### src/hdl/ktr_pkg.sv
// Shared constants, codes and types of the typematic repeat engine.
// No dependencies.
`timescale 1ns / 1ps
`default_nettype none

package ktr_pkg;

  localparam int NUM_KEYS  = 64;
  localparam int KEY_W     = 6;
  localparam int KEY_AW    = $clog2(NUM_KEYS);
  localparam int TIME_W    = 32;
  localparam int CFG_W     = 16;
  localparam int CFG_IDX_W = 2;
  localparam int OP_W      = 2;
  localparam int EV_W      = 2;
  localparam int ST_W      = 3;

  // operations
  localparam logic [OP_W-1:0] OP_PRESS   = 2'd0;
  localparam logic [OP_W-1:0] OP_RELEASE = 2'd1;
  localparam logic [OP_W-1:0] OP_TICK    = 2'd2;
  localparam logic [OP_W-1:0] OP_QUERY   = 2'd3;

  // event kinds
  localparam logic [EV_W-1:0] EV_PRESSED  = 2'd0;
  localparam logic [EV_W-1:0] EV_REPEATED = 2'd1;
  localparam logic [EV_W-1:0] EV_RELEASED = 2'd2;
  localparam logic [EV_W-1:0] EV_QUERY    = 2'd3;

  // key status codes
  localparam logic [ST_W-1:0] ST_IDLE     = 3'd0;
  localparam logic [ST_W-1:0] ST_PRESSED  = 3'd1;
  localparam logic [ST_W-1:0] ST_FIRST    = 3'd2;
  localparam logic [ST_W-1:0] ST_REPEAT   = 3'd3;
  localparam logic [ST_W-1:0] ST_RELEASED = 3'd4;
  localparam logic [ST_W-1:0] ST_REL_IDLE = 3'd5;

  // config register indexes and reset values
  localparam logic [CFG_IDX_W-1:0] REG_INIT_DELAY = 2'd0;
  localparam logic [CFG_IDX_W-1:0] REG_REPEAT_IVL = 2'd1;
  localparam logic [CFG_W-1:0]     INIT_DELAY_RST = 16'd400;
  localparam logic [CFG_W-1:0]     REPEAT_IVL_RST = 16'd25;

  typedef struct packed {
    logic [ST_W-1:0]   st;
    logic [TIME_W-1:0] stamp;
  } key_ent_t;

  typedef struct packed {
    logic              rd_en;
    logic [KEY_AW-1:0] rd_addr;
    logic              we;
    logic [KEY_AW-1:0] wr_addr;
    key_ent_t          wr_data;
  } ram_req_t;

endpackage

`default_nettype wire

### src/hdl/ktr_ifs.sv
// Valid/ready channel interfaces: input word, event word, config write.
// Depends on ktr_pkg.
`timescale 1ns / 1ps
`default_nettype none

interface ktr_in_if import ktr_pkg::*; ();
  logic              valid;
  logic              ready;
  logic [OP_W-1:0]   operation;
  logic [KEY_W-1:0]  key_index;
  logic [TIME_W-1:0] now_ms;
  modport source (output valid, operation, key_index, now_ms, input ready);
  modport sink (input valid, operation, key_index, now_ms, output ready);
endinterface

interface ktr_out_if import ktr_pkg::*; ();
  logic             valid;
  logic             ready;
  logic [EV_W-1:0]  event_kind;
  logic [KEY_W-1:0] event_key;
  logic             held;
  logic             last;
  modport source (output valid, event_kind, event_key, held, last, input ready);
  modport sink (input valid, event_kind, event_key, held, last, output ready);
endinterface

interface ktr_cfg_if import ktr_pkg::*; ();
  logic                 valid;
  logic                 ready;
  logic [CFG_IDX_W-1:0] index;
  logic [CFG_W-1:0]     data;
  modport source (output valid, index, data, input ready);
  modport sink (input valid, index, data, output ready);
endinterface

`default_nettype wire

### src/hdl/key_typematic_repeat.sv
// Keyboard auto-repeat engine, top level: config registers, sequencer, key memory.
// Press/release hold ready low while the key entry is written; a query reply is loaded
// into the result register once it is free. Tick with the pending flag set: every key is
// scanned, one per cycle through the read port unless the result side stalls; else none.
// Ready only between items. Reset (sync, active high): keys idle with stamp zero via
// per-key valid bits, no clearing pass; delay 400 ms, interval 25 ms, pending clear.
// Depends on ktr_pkg, ktr_ifs, ktr_key_ram, ktr_ctrl.
`timescale 1ns / 1ps
`default_nettype none

module key_typematic_repeat import ktr_pkg::*; (
  input  logic      clk,
  input  logic      rst,
  ktr_in_if.sink    item,
  ktr_out_if.source result,
  ktr_cfg_if.sink   cfg
);

  // timing registers
  logic [CFG_W-1:0] init_delay;
  logic [CFG_W-1:0] repeat_ivl;

  // key memory request and read data
  ram_req_t ram_req;
  key_ent_t rd_data;

  // config registers are to be written by the user only while idle; the block does not enforce it (ready tied high)
  assign cfg.ready = 1'b1;

  always_ff @(posedge clk) begin
    if (rst) begin
      init_delay <= INIT_DELAY_RST;
      repeat_ivl <= REPEAT_IVL_RST;
    end else if (cfg.valid) begin
      unique case (cfg.index)
        REG_INIT_DELAY: init_delay <= cfg.data;
        REG_REPEAT_IVL: repeat_ivl <= cfg.data;
        default: ;   // indexes past the list are dropped
      endcase
    end
  end

  // Sequencer: one key per cycle during a scan unless the result side stalls. The last event found in a
  // scan is held back one word so it can carry the last flag.
  ktr_ctrl u_ctrl (
    .clk        (clk),
    .rst        (rst),
    .item       (item),
    .result     (result),
    .init_delay (init_delay),
    .repeat_ivl (repeat_ivl),
    .ram_req    (ram_req),
    .rd_data    (rd_data)
  );

  // status + stamp per key, registered read
  ktr_key_ram u_ram (
    .clk     (clk),
    .rst     (rst),
    .req     (ram_req),
    .rd_data (rd_data)
  );

endmodule

`default_nettype wire

### src/hdl/ktr_key_ram.sv
// Per-key status/stamp memory, one write and one registered read per cycle.
// Per-entry valid bits make unwritten keys read as idle with stamp zero.
// Depends on ktr_pkg.
`timescale 1ns / 1ps
`default_nettype none

module ktr_key_ram import ktr_pkg::*; (
  input  logic     clk,
  input  logic     rst,
  input  ram_req_t req,
  output key_ent_t rd_data
);

  key_ent_t            mem [NUM_KEYS];
  logic [NUM_KEYS-1:0] vld;
  key_ent_t            rd_q;
  logic                rd_vld;

  always_ff @(posedge clk) begin
    if (req.we) begin
      mem[req.wr_addr] <= req.wr_data;
    end
    if (req.rd_en) begin
      rd_q <= mem[req.rd_addr];
    end
  end

  always_ff @(posedge clk) begin
    if (rst) begin
      vld    <= '0;
      rd_vld <= 1'b0;
    end else begin
      if (req.we) begin
        vld[req.wr_addr] <= 1'b1;
      end
      if (req.rd_en) begin
        rd_vld <= vld[req.rd_addr];
      end
    end
  end

  assign rd_data = rd_vld ? rd_q : key_ent_t'('0);

endmodule

`default_nettype wire

### src/hdl/ktr_elapsed.sv
// Shared elapsed-time unit: wrapping 32-bit subtract and compare to a limit.
// Depends on ktr_pkg.
`timescale 1ns / 1ps
`default_nettype none

module ktr_elapsed import ktr_pkg::*; (
  input  logic [TIME_W-1:0] now,
  input  logic [TIME_W-1:0] stamp,
  input  logic [CFG_W-1:0]  limit,
  output logic              over
);

  logic [TIME_W-1:0] diff;

  assign diff = now - stamp;
  assign over = diff > TIME_W'(limit);

endmodule

`default_nettype wire

### src/hdl/ktr_ctrl.sv
// Sequencer: single-key operations, the key scan, one-word holdback for the
// last flag, and the result register. Depends on ktr_pkg, ktr_ifs, ktr_elapsed.
`timescale 1ns / 1ps
`default_nettype none

module ktr_ctrl import ktr_pkg::*; (
  input  logic             clk,
  input  logic             rst,
  ktr_in_if.sink           item,
  ktr_out_if.source        result,
  input  logic [CFG_W-1:0] init_delay,
  input  logic [CFG_W-1:0] repeat_ivl,
  output ram_req_t         ram_req,
  input  key_ent_t         rd_data
);

  typedef enum logic [1:0] {S_IDLE, S_OP, S_SCAN, S_FLUSH} state_t;

  state_t            state;
  logic [OP_W-1:0]   op_q;
  logic [KEY_W-1:0]  key_q;
  logic [TIME_W-1:0] now_q;
  logic              key_ok_q;
  logic [KEY_AW-1:0] cnt;
  logic              still;
  logic              pending;
  logic              hb_valid;
  logic [EV_W-1:0]   hb_kind;
  logic [KEY_W-1:0]  hb_key;
  logic              o_valid;
  logic [EV_W-1:0]   o_kind;
  logic [KEY_W-1:0]  o_key;
  logic              o_held;
  logic              o_last;

  logic              accept;
  logic              out_free;
  logic              key_ok_in;
  logic [CFG_W-1:0]  limit;
  logic              over;
  logic              fire;
  logic [EV_W-1:0]   kind;
  logic              wr_s;
  key_ent_t          ent_s;
  logic              active;
  logic              stall;
  logic              last_key;
  logic              o_load;

  assign item.ready = (state == S_IDLE);
  assign accept     = item.valid && item.ready;
  assign out_free   = !o_valid || result.ready;
  assign key_ok_in  = {1'b0, item.key_index} < (KEY_W + 1)'(NUM_KEYS);
  assign last_key   = (cnt == KEY_AW'(NUM_KEYS - 1));

  assign result.valid      = o_valid;
  assign result.event_kind = o_kind;
  assign result.event_key  = o_key;
  assign result.held       = o_held;
  assign result.last       = o_last;

  assign limit = (rd_data.st == ST_FIRST) ? init_delay : repeat_ivl;

  ktr_elapsed u_elapsed (
    .now   (now_q),
    .stamp (rd_data.stamp),
    .limit (limit),
    .over  (over)
  );

  // per-key scan decision
  always_comb begin
    fire   = 1'b0;
    kind   = EV_PRESSED;
    wr_s   = 1'b0;
    ent_s  = rd_data;
    active = 1'b0;
    case (rd_data.st)
      ST_PRESSED: begin
        fire     = 1'b1;
        wr_s     = 1'b1;
        ent_s.st = ST_FIRST;
        active   = 1'b1;
      end
      ST_FIRST, ST_REPEAT: begin
        active = 1'b1;
        if (over) begin
          fire        = 1'b1;
          kind        = EV_REPEATED;
          wr_s        = 1'b1;
          ent_s.st    = ST_REPEAT;
          ent_s.stamp = now_q;
        end
      end
      ST_RELEASED: begin
        fire     = 1'b1;
        kind     = EV_RELEASED;
        wr_s     = 1'b1;
        ent_s.st = ST_REL_IDLE;
        active   = 1'b1;
      end
      ST_REL_IDLE: begin
        wr_s     = 1'b1;
        ent_s.st = ST_IDLE;
      end
      default: ;
    endcase
  end

  // a new event needs the holdback slot emptied into the result register
  assign stall = fire && hb_valid && !out_free;

  // result register loads: query reply, a held-back event, or the final event
  assign o_load = (state == S_OP && op_q == OP_QUERY && out_free) ||
                  (state == S_SCAN && !stall && fire && hb_valid) ||
                  (state == S_FLUSH && hb_valid && out_free);

  always_comb begin
    ram_req = '0;
    unique case (state)
      S_IDLE: begin
        ram_req.rd_en   = accept;
        ram_req.rd_addr = (item.operation == OP_TICK) ? '0 : item.key_index[KEY_AW-1:0];
      end
      S_OP: begin
        ram_req.wr_addr = key_q[KEY_AW-1:0];
        if (key_ok_q && op_q == OP_PRESS &&
            rd_data.st != ST_FIRST && rd_data.st != ST_REPEAT) begin
          ram_req.we      = 1'b1;
          ram_req.wr_data = '{st: ST_PRESSED, stamp: now_q};
        end else if (key_ok_q && op_q == OP_RELEASE) begin
          ram_req.we      = 1'b1;
          ram_req.wr_data = '{st: ST_RELEASED, stamp: rd_data.stamp};
        end
      end
      S_SCAN: begin
        ram_req.wr_addr = cnt;
        ram_req.wr_data = ent_s;
        ram_req.rd_addr = cnt + 1'b1;
        if (!stall) begin
          ram_req.we    = wr_s;
          ram_req.rd_en = !last_key;
        end
      end
      S_FLUSH: ;
      default: ;
    endcase
  end

  always_ff @(posedge clk) begin
    if (rst) begin
      state    <= S_IDLE;
      pending  <= 1'b0;
      still    <= 1'b0;
      cnt      <= '0;
      hb_valid <= 1'b0;
      o_valid  <= 1'b0;
    end else begin
      if (o_load) begin
        o_valid <= 1'b1;
      end else if (result.ready) begin
        o_valid <= 1'b0;
      end
      unique case (state)
        S_IDLE: begin
          if (accept) begin
            op_q     <= item.operation;
            key_q    <= item.key_index;
            now_q    <= item.now_ms;
            key_ok_q <= key_ok_in;
            cnt      <= '0;
            still    <= 1'b0;
            if (item.operation != OP_TICK) begin
              state <= S_OP;
            end else if (pending) begin
              state <= S_SCAN;
            end
          end
        end
        S_OP: begin
          unique case (op_q)
            OP_PRESS, OP_RELEASE: begin
              if (key_ok_q) begin
                pending <= 1'b1;
              end
              state <= S_IDLE;
            end
            OP_QUERY: begin
              if (out_free) begin
                o_kind  <= EV_QUERY;
                o_key   <= key_q;
                o_held  <= key_ok_q && (rd_data.st != ST_IDLE);
                o_last  <= 1'b1;
                state   <= S_IDLE;
              end
            end
            OP_TICK: state <= S_IDLE;
            default: state <= S_IDLE;
          endcase
        end
        S_SCAN: begin
          if (!stall) begin
            if (active) begin
              still <= 1'b1;
            end
            if (fire) begin
              if (hb_valid) begin
                o_kind  <= hb_kind;
                o_key   <= hb_key;
                o_held  <= 1'b0;
                o_last  <= 1'b0;
              end
              hb_valid <= 1'b1;
              hb_kind  <= kind;
              hb_key   <= KEY_W'(cnt);
            end
            if (last_key) begin
              state <= S_FLUSH;
            end else begin
              cnt <= cnt + 1'b1;
            end
          end
        end
        S_FLUSH: begin
          pending <= still;
          if (!hb_valid) begin
            state <= S_IDLE;
          end else if (out_free) begin
            o_kind   <= hb_kind;
            o_key    <= hb_key;
            o_held   <= 1'b0;
            o_last   <= 1'b1;
            hb_valid <= 1'b0;
            state    <= S_IDLE;
          end
        end
        default: state <= S_IDLE;
      endcase
    end
  end

endmodule

`default_nettype wire

### src/flat_wrapper.sv
// flat-port wrapper written by rule: the top's interface ports become plain ports
module key_typematic_repeat_flat import ktr_pkg::*;
  (clk, rst, item_valid, item_operation, item_key_index, item_now_ms, item_ready, result_valid, result_event_kind, result_event_key, result_held, result_last, result_ready, cfg_valid, cfg_index, cfg_data, cfg_ready);
  ktr_in_if item_i ();
  ktr_out_if result_i ();
  ktr_cfg_if cfg_i ();
  input  logic clk;
  input  logic rst;
  input wire logic [$bits(item_i.valid)-1:0] item_valid;
  input wire logic [$bits(item_i.operation)-1:0] item_operation;
  input wire logic [$bits(item_i.key_index)-1:0] item_key_index;
  input wire logic [$bits(item_i.now_ms)-1:0] item_now_ms;
  output wire logic [$bits(item_i.ready)-1:0] item_ready;
  output wire logic [$bits(result_i.valid)-1:0] result_valid;
  output wire logic [$bits(result_i.event_kind)-1:0] result_event_kind;
  output wire logic [$bits(result_i.event_key)-1:0] result_event_key;
  output wire logic [$bits(result_i.held)-1:0] result_held;
  output wire logic [$bits(result_i.last)-1:0] result_last;
  input wire logic [$bits(result_i.ready)-1:0] result_ready;
  input wire logic [$bits(cfg_i.valid)-1:0] cfg_valid;
  input wire logic [$bits(cfg_i.index)-1:0] cfg_index;
  input wire logic [$bits(cfg_i.data)-1:0] cfg_data;
  output wire logic [$bits(cfg_i.ready)-1:0] cfg_ready;
  assign item_i.valid = item_valid;
  assign item_i.operation = item_operation;
  assign item_i.key_index = item_key_index;
  assign item_i.now_ms = item_now_ms;
  assign item_ready = item_i.ready;
  assign result_valid = result_i.valid;
  assign result_event_kind = result_i.event_kind;
  assign result_event_key = result_i.event_key;
  assign result_held = result_i.held;
  assign result_last = result_i.last;
  assign result_i.ready = result_ready;
  assign cfg_i.valid = cfg_valid;
  assign cfg_i.index = cfg_index;
  assign cfg_i.data = cfg_data;
  assign cfg_ready = cfg_i.ready;
  key_typematic_repeat u_core (.clk(clk), .rst(rst), .item(item_i), .result(result_i), .cfg(cfg_i));
endmodule
### config.mk
export PLATFORM = sky130hd
export DESIGN_NAME = key_typematic_repeat_flat
export DESIGN_NICKNAME = d
export VERILOG_FILES = /design/src/hdl/ktr_pkg.sv /design/src/hdl/ktr_ifs.sv /design/src/hdl/key_typematic_repeat.sv /design/src/hdl/ktr_key_ram.sv /design/src/hdl/ktr_elapsed.sv /design/src/hdl/ktr_ctrl.sv /design/src/flat_wrapper.sv
export SDC_FILE = /design/constraint.sdc
export NUM_CORES = 2
export LEC_CHECK = 0
export ABC_AREA = 1
export ABC_CLOCK_PERIOD_IN_PS = 8410
export BUFFER_PORTS_ARGS = -buffer_cell sky130_fd_sc_hd__buf_2
export CAP_MARGIN = 0
export CORE_UTILIZATION = 30
export DETAILED_ROUTE_END_ITERATION = 7
export SLEW_MARGIN = 20
export SYNTH_ARGS = -nofsm -noshare
export SYNTH_HDL_FRONTEND = slang
export SYNTH_SLANG_ARGS = --single-unit
### constraint.sdc
create_clock -name clk -period 8.41 [get_ports clk]
set_clock_uncertainty 0.05 [all_clocks]
set_input_delay 0 -clock clk [delete_from_list [all_inputs] [get_ports clk]]
set_output_delay 0 -clock clk [all_outputs]
set_load 0.05 [all_outputs]
==> metrics <==
status finished, final reports clean; Max FO, Critical Path 62; initial core utilization 0.301; Final Max Slew Viols 0; post-CTS sizing 0; ys flop type edfxtp_1; largest net degree at the start of global routing 181; Crit path required time 9050 ps; Max Freq 155 MHz; asr flop ratio synth 0; minimum clock period 6470 ps; Setup Viol. Count Final 0; leakage 37.9 nW; Setup Crit Path Kind register to register; commonest cells after routing, fill and taps aside 2,333 x edfxtp_1, 1,563 x nor2_1, 1,541 x o21ai_0; antenna violations before repair 19; total wire length 304,000 um; Die W 578 um; area delta synth->final 14.2%; Pre-Repair DR Iteration Count 6; setup TNS 0 ps; Final GP Congestion 0.870; Avg Inst Size Synth 12.2 um2; most common cell after layout, fill and taps aside edfxtp_1; Ys Warns 0; HP Class input port to register; Synth Net Count 8,307; VDD IR max 0.265 mV; Routed wire per std cell 23.8 um; EDFF count, synth 2,333; clk_lat worst skew 920 ps; number of remaining DRC errors 0; Worst Setup Start Kind register; Synth cell types 49; CTS tree yes; Final nets 8,324; share of cells above drive strength 1 0.0879; # Post-CTS Setup Buffers 0; DR vias 68,808; number of port buffers 74; core area 330,000 um2; sequential fraction of the synthesis area 0.726; number of buffers created by CTS 233; All-Layer GR Usage 0.175; fin crit share 0.769; post-synthesis cell count 8,189; critical path data arrival time 7110 ps; die area 334,000 um2; root buf cell clkbuf_16; worst hold slack 136 ps; antenna-violating nets left 0; clock-pin slew on the worst setup and hold paths 60 ps; IO Pins 76; Tightest Pin Transition 1190 ps; vias in the first global route 65,170; Clock Sink Count 2,442; Via-to-Cell Ratio 5.39; RSZ-0062 raised after global routing false; synthesized cell area 99,500 um2; dpl hpwl 173,000 um; power per cell area 338 nW/um2; CP Capture Type register; Max Cap Viol 0; global-route wire length before repair 441,000 um; Fin. Hold Viols 0; CTS max path bufs 4; Rows 211; DIE HEIGHT 578 um; #FFs+latches synth 2,442; Overflow after GRT 0; Detailed Route Iter0 Violations 9,334; H-tree Lvls 4; Max-slew headroom 0.202
==> synth_stat cells (16+ instances only) <==
cell	n	area, um2
inv_1	350	1310
buf_1	16	60.1
o221ai_1	143	1250
a21oi_1	189	946
o21ai_0	1541	7710
nor2_1	1564	5870
edfxtp_1	2333	70100
nand2_2	59	369
ha_1	54	676
buf_2	53	265
o22ai_1	557	3480
dfxtp_1	109	2180
o211ai_1	49	368
nand3_1	149	746
clkbuf_1	477	1790
nand2_1	449	1690
==> area by class of cell <==
class                           count  area, um2
Antenna cell                        4       10.0
Clock buffer                      294       6250
Clock inverter                    131       1260
Fill cell                       31821     217000
Inverter                          356       1380
Multi-Input combinational cell   4837      24200
Sequential cell                  2442      72200
Tap cell                         4366       5460
Timing Repair Buffer              336       2880
==> metrics by stage <==
step	area (um2)	std cells	util	worst slack [ps]	total power, W
4_1_cts	114000	12761	0.344	2000	0.0382
2_1_floorplan	99500	8189	-	2440	0.0223
3_3_place_gp	105000	12210	0.317	2000	0.0276
5_1_grt	114000	12762	0.344	1470	0.0399
6_report	114000	12766	0.344	1940	0.0384
3_5_place_dp	105000	12211	0.318	2060	0.0277
==> cell families (layout without fill, tap and decap cells) <==
group / after synthesis / in the layout / synth area share
adder cells (fa/ha/maj): 55 / 55 / 0.00699
XOR/XNOR: 15 / 15 / 0.00132
AND/OR/NAND/NOR: 2267 / 2267 / 0.0903
flip-flops: 2442 / 2442 / 0.726
other: 1 / 5 / 0.0000377
multiplexers: 2 / 2 / 0.000201
AO/OA/AOI/OAI: 2497 / 2497 / 0.140
buffers and inverters: 910 / 1117 / 0.0357
==> path summary, 6_finish.rpt <==
kind | startpoint | end | slack (ps) | cells after the start
max reg2reg | u_core.u_ram.rd_vld | u_core.u_ram.mem[5][20] | 1940 | 24
min | cfg_valid | u_core.repeat_ivl[6] | 140 | 5
min reg2reg | u_core.u_ctrl.cnt[3] | u_core.u_ctrl.hb_key[3] | 390 | 0
max | u_core.u_ram.rd_vld | u_core.u_ram.mem[5][20] | 1940 | 24
==> registers in the layout (all words and copies together), names as in the netlist, 2 cells and up <==
| signal | cells |
|---|---|
| u_core.u_ram.rd_q | 35 |
| u_core.repeat_ivl | 16 |
| u_core.u_ctrl.cnt | 6 |
| u_core.u_ctrl.result.event_key | 6 |
| u_core.u_ctrl.hb_kind | 2 |
| u_core.u_ram.mem | 2240 |
| u_core.u_ram.vld | 64 |
| u_core.u_ctrl.hb_key | 6 |
| u_core.u_ctrl.state | 2 |
| u_core.u_ctrl.now_q | 32 |
| u_core.u_ctrl.op_q | 2 |
| u_core.init_delay | 16 |
| u_core.u_ctrl.key_q | 6 |
| u_core.u_ctrl.result.event_kind | 2 |
==> per-layer routing <==
layer,vias up,track usage,part of all wire
li1,30019,-,-
met1,34647,0.248,0.42
met4,4,0.0452,0.027
met2,3625,0.276,0.45
met3,513,0.0326,0.099
met5,-,0,0.00010
==> where the power goes <==
part | internal [W] | leakage (nW) | switching, W
logic | 0.00328 | 11.1 | 0.0104
clock network | 0.00594 | 3.69 | 0.00464
registers | 0.0140 | 23.1 | 0.000175
==> what timing repair did <==
item | CTS | global route
hold buffers | 125 | 0
endpoints found under the setup margin | 0 | 0
endpoints found under the hold margin | 199 | 0
==> worst max-delay path: stages, from the launching register on <==
cell and delay (ps):
dfxtp_1 870, nand2_1 210, ha_1 450, nand2_1 130, nor2_1 230, and3_1 230
nand2_1 60, nand2_1 110, xor2_1 230, ha_1 270, nand2_1 110, o21ai_0 110
a21oi_1 130, nand2_1 70, nand2_1 100, nand3_1 90, nor2_1 120, nand2_1 70
nor2_2 90, nand2_2 110, nand2_2 150, buf_4 500, o21ai_0 260, a21oi_4 960
buf_4 410
No activity file was read; power rests on OpenSTA's default activity.
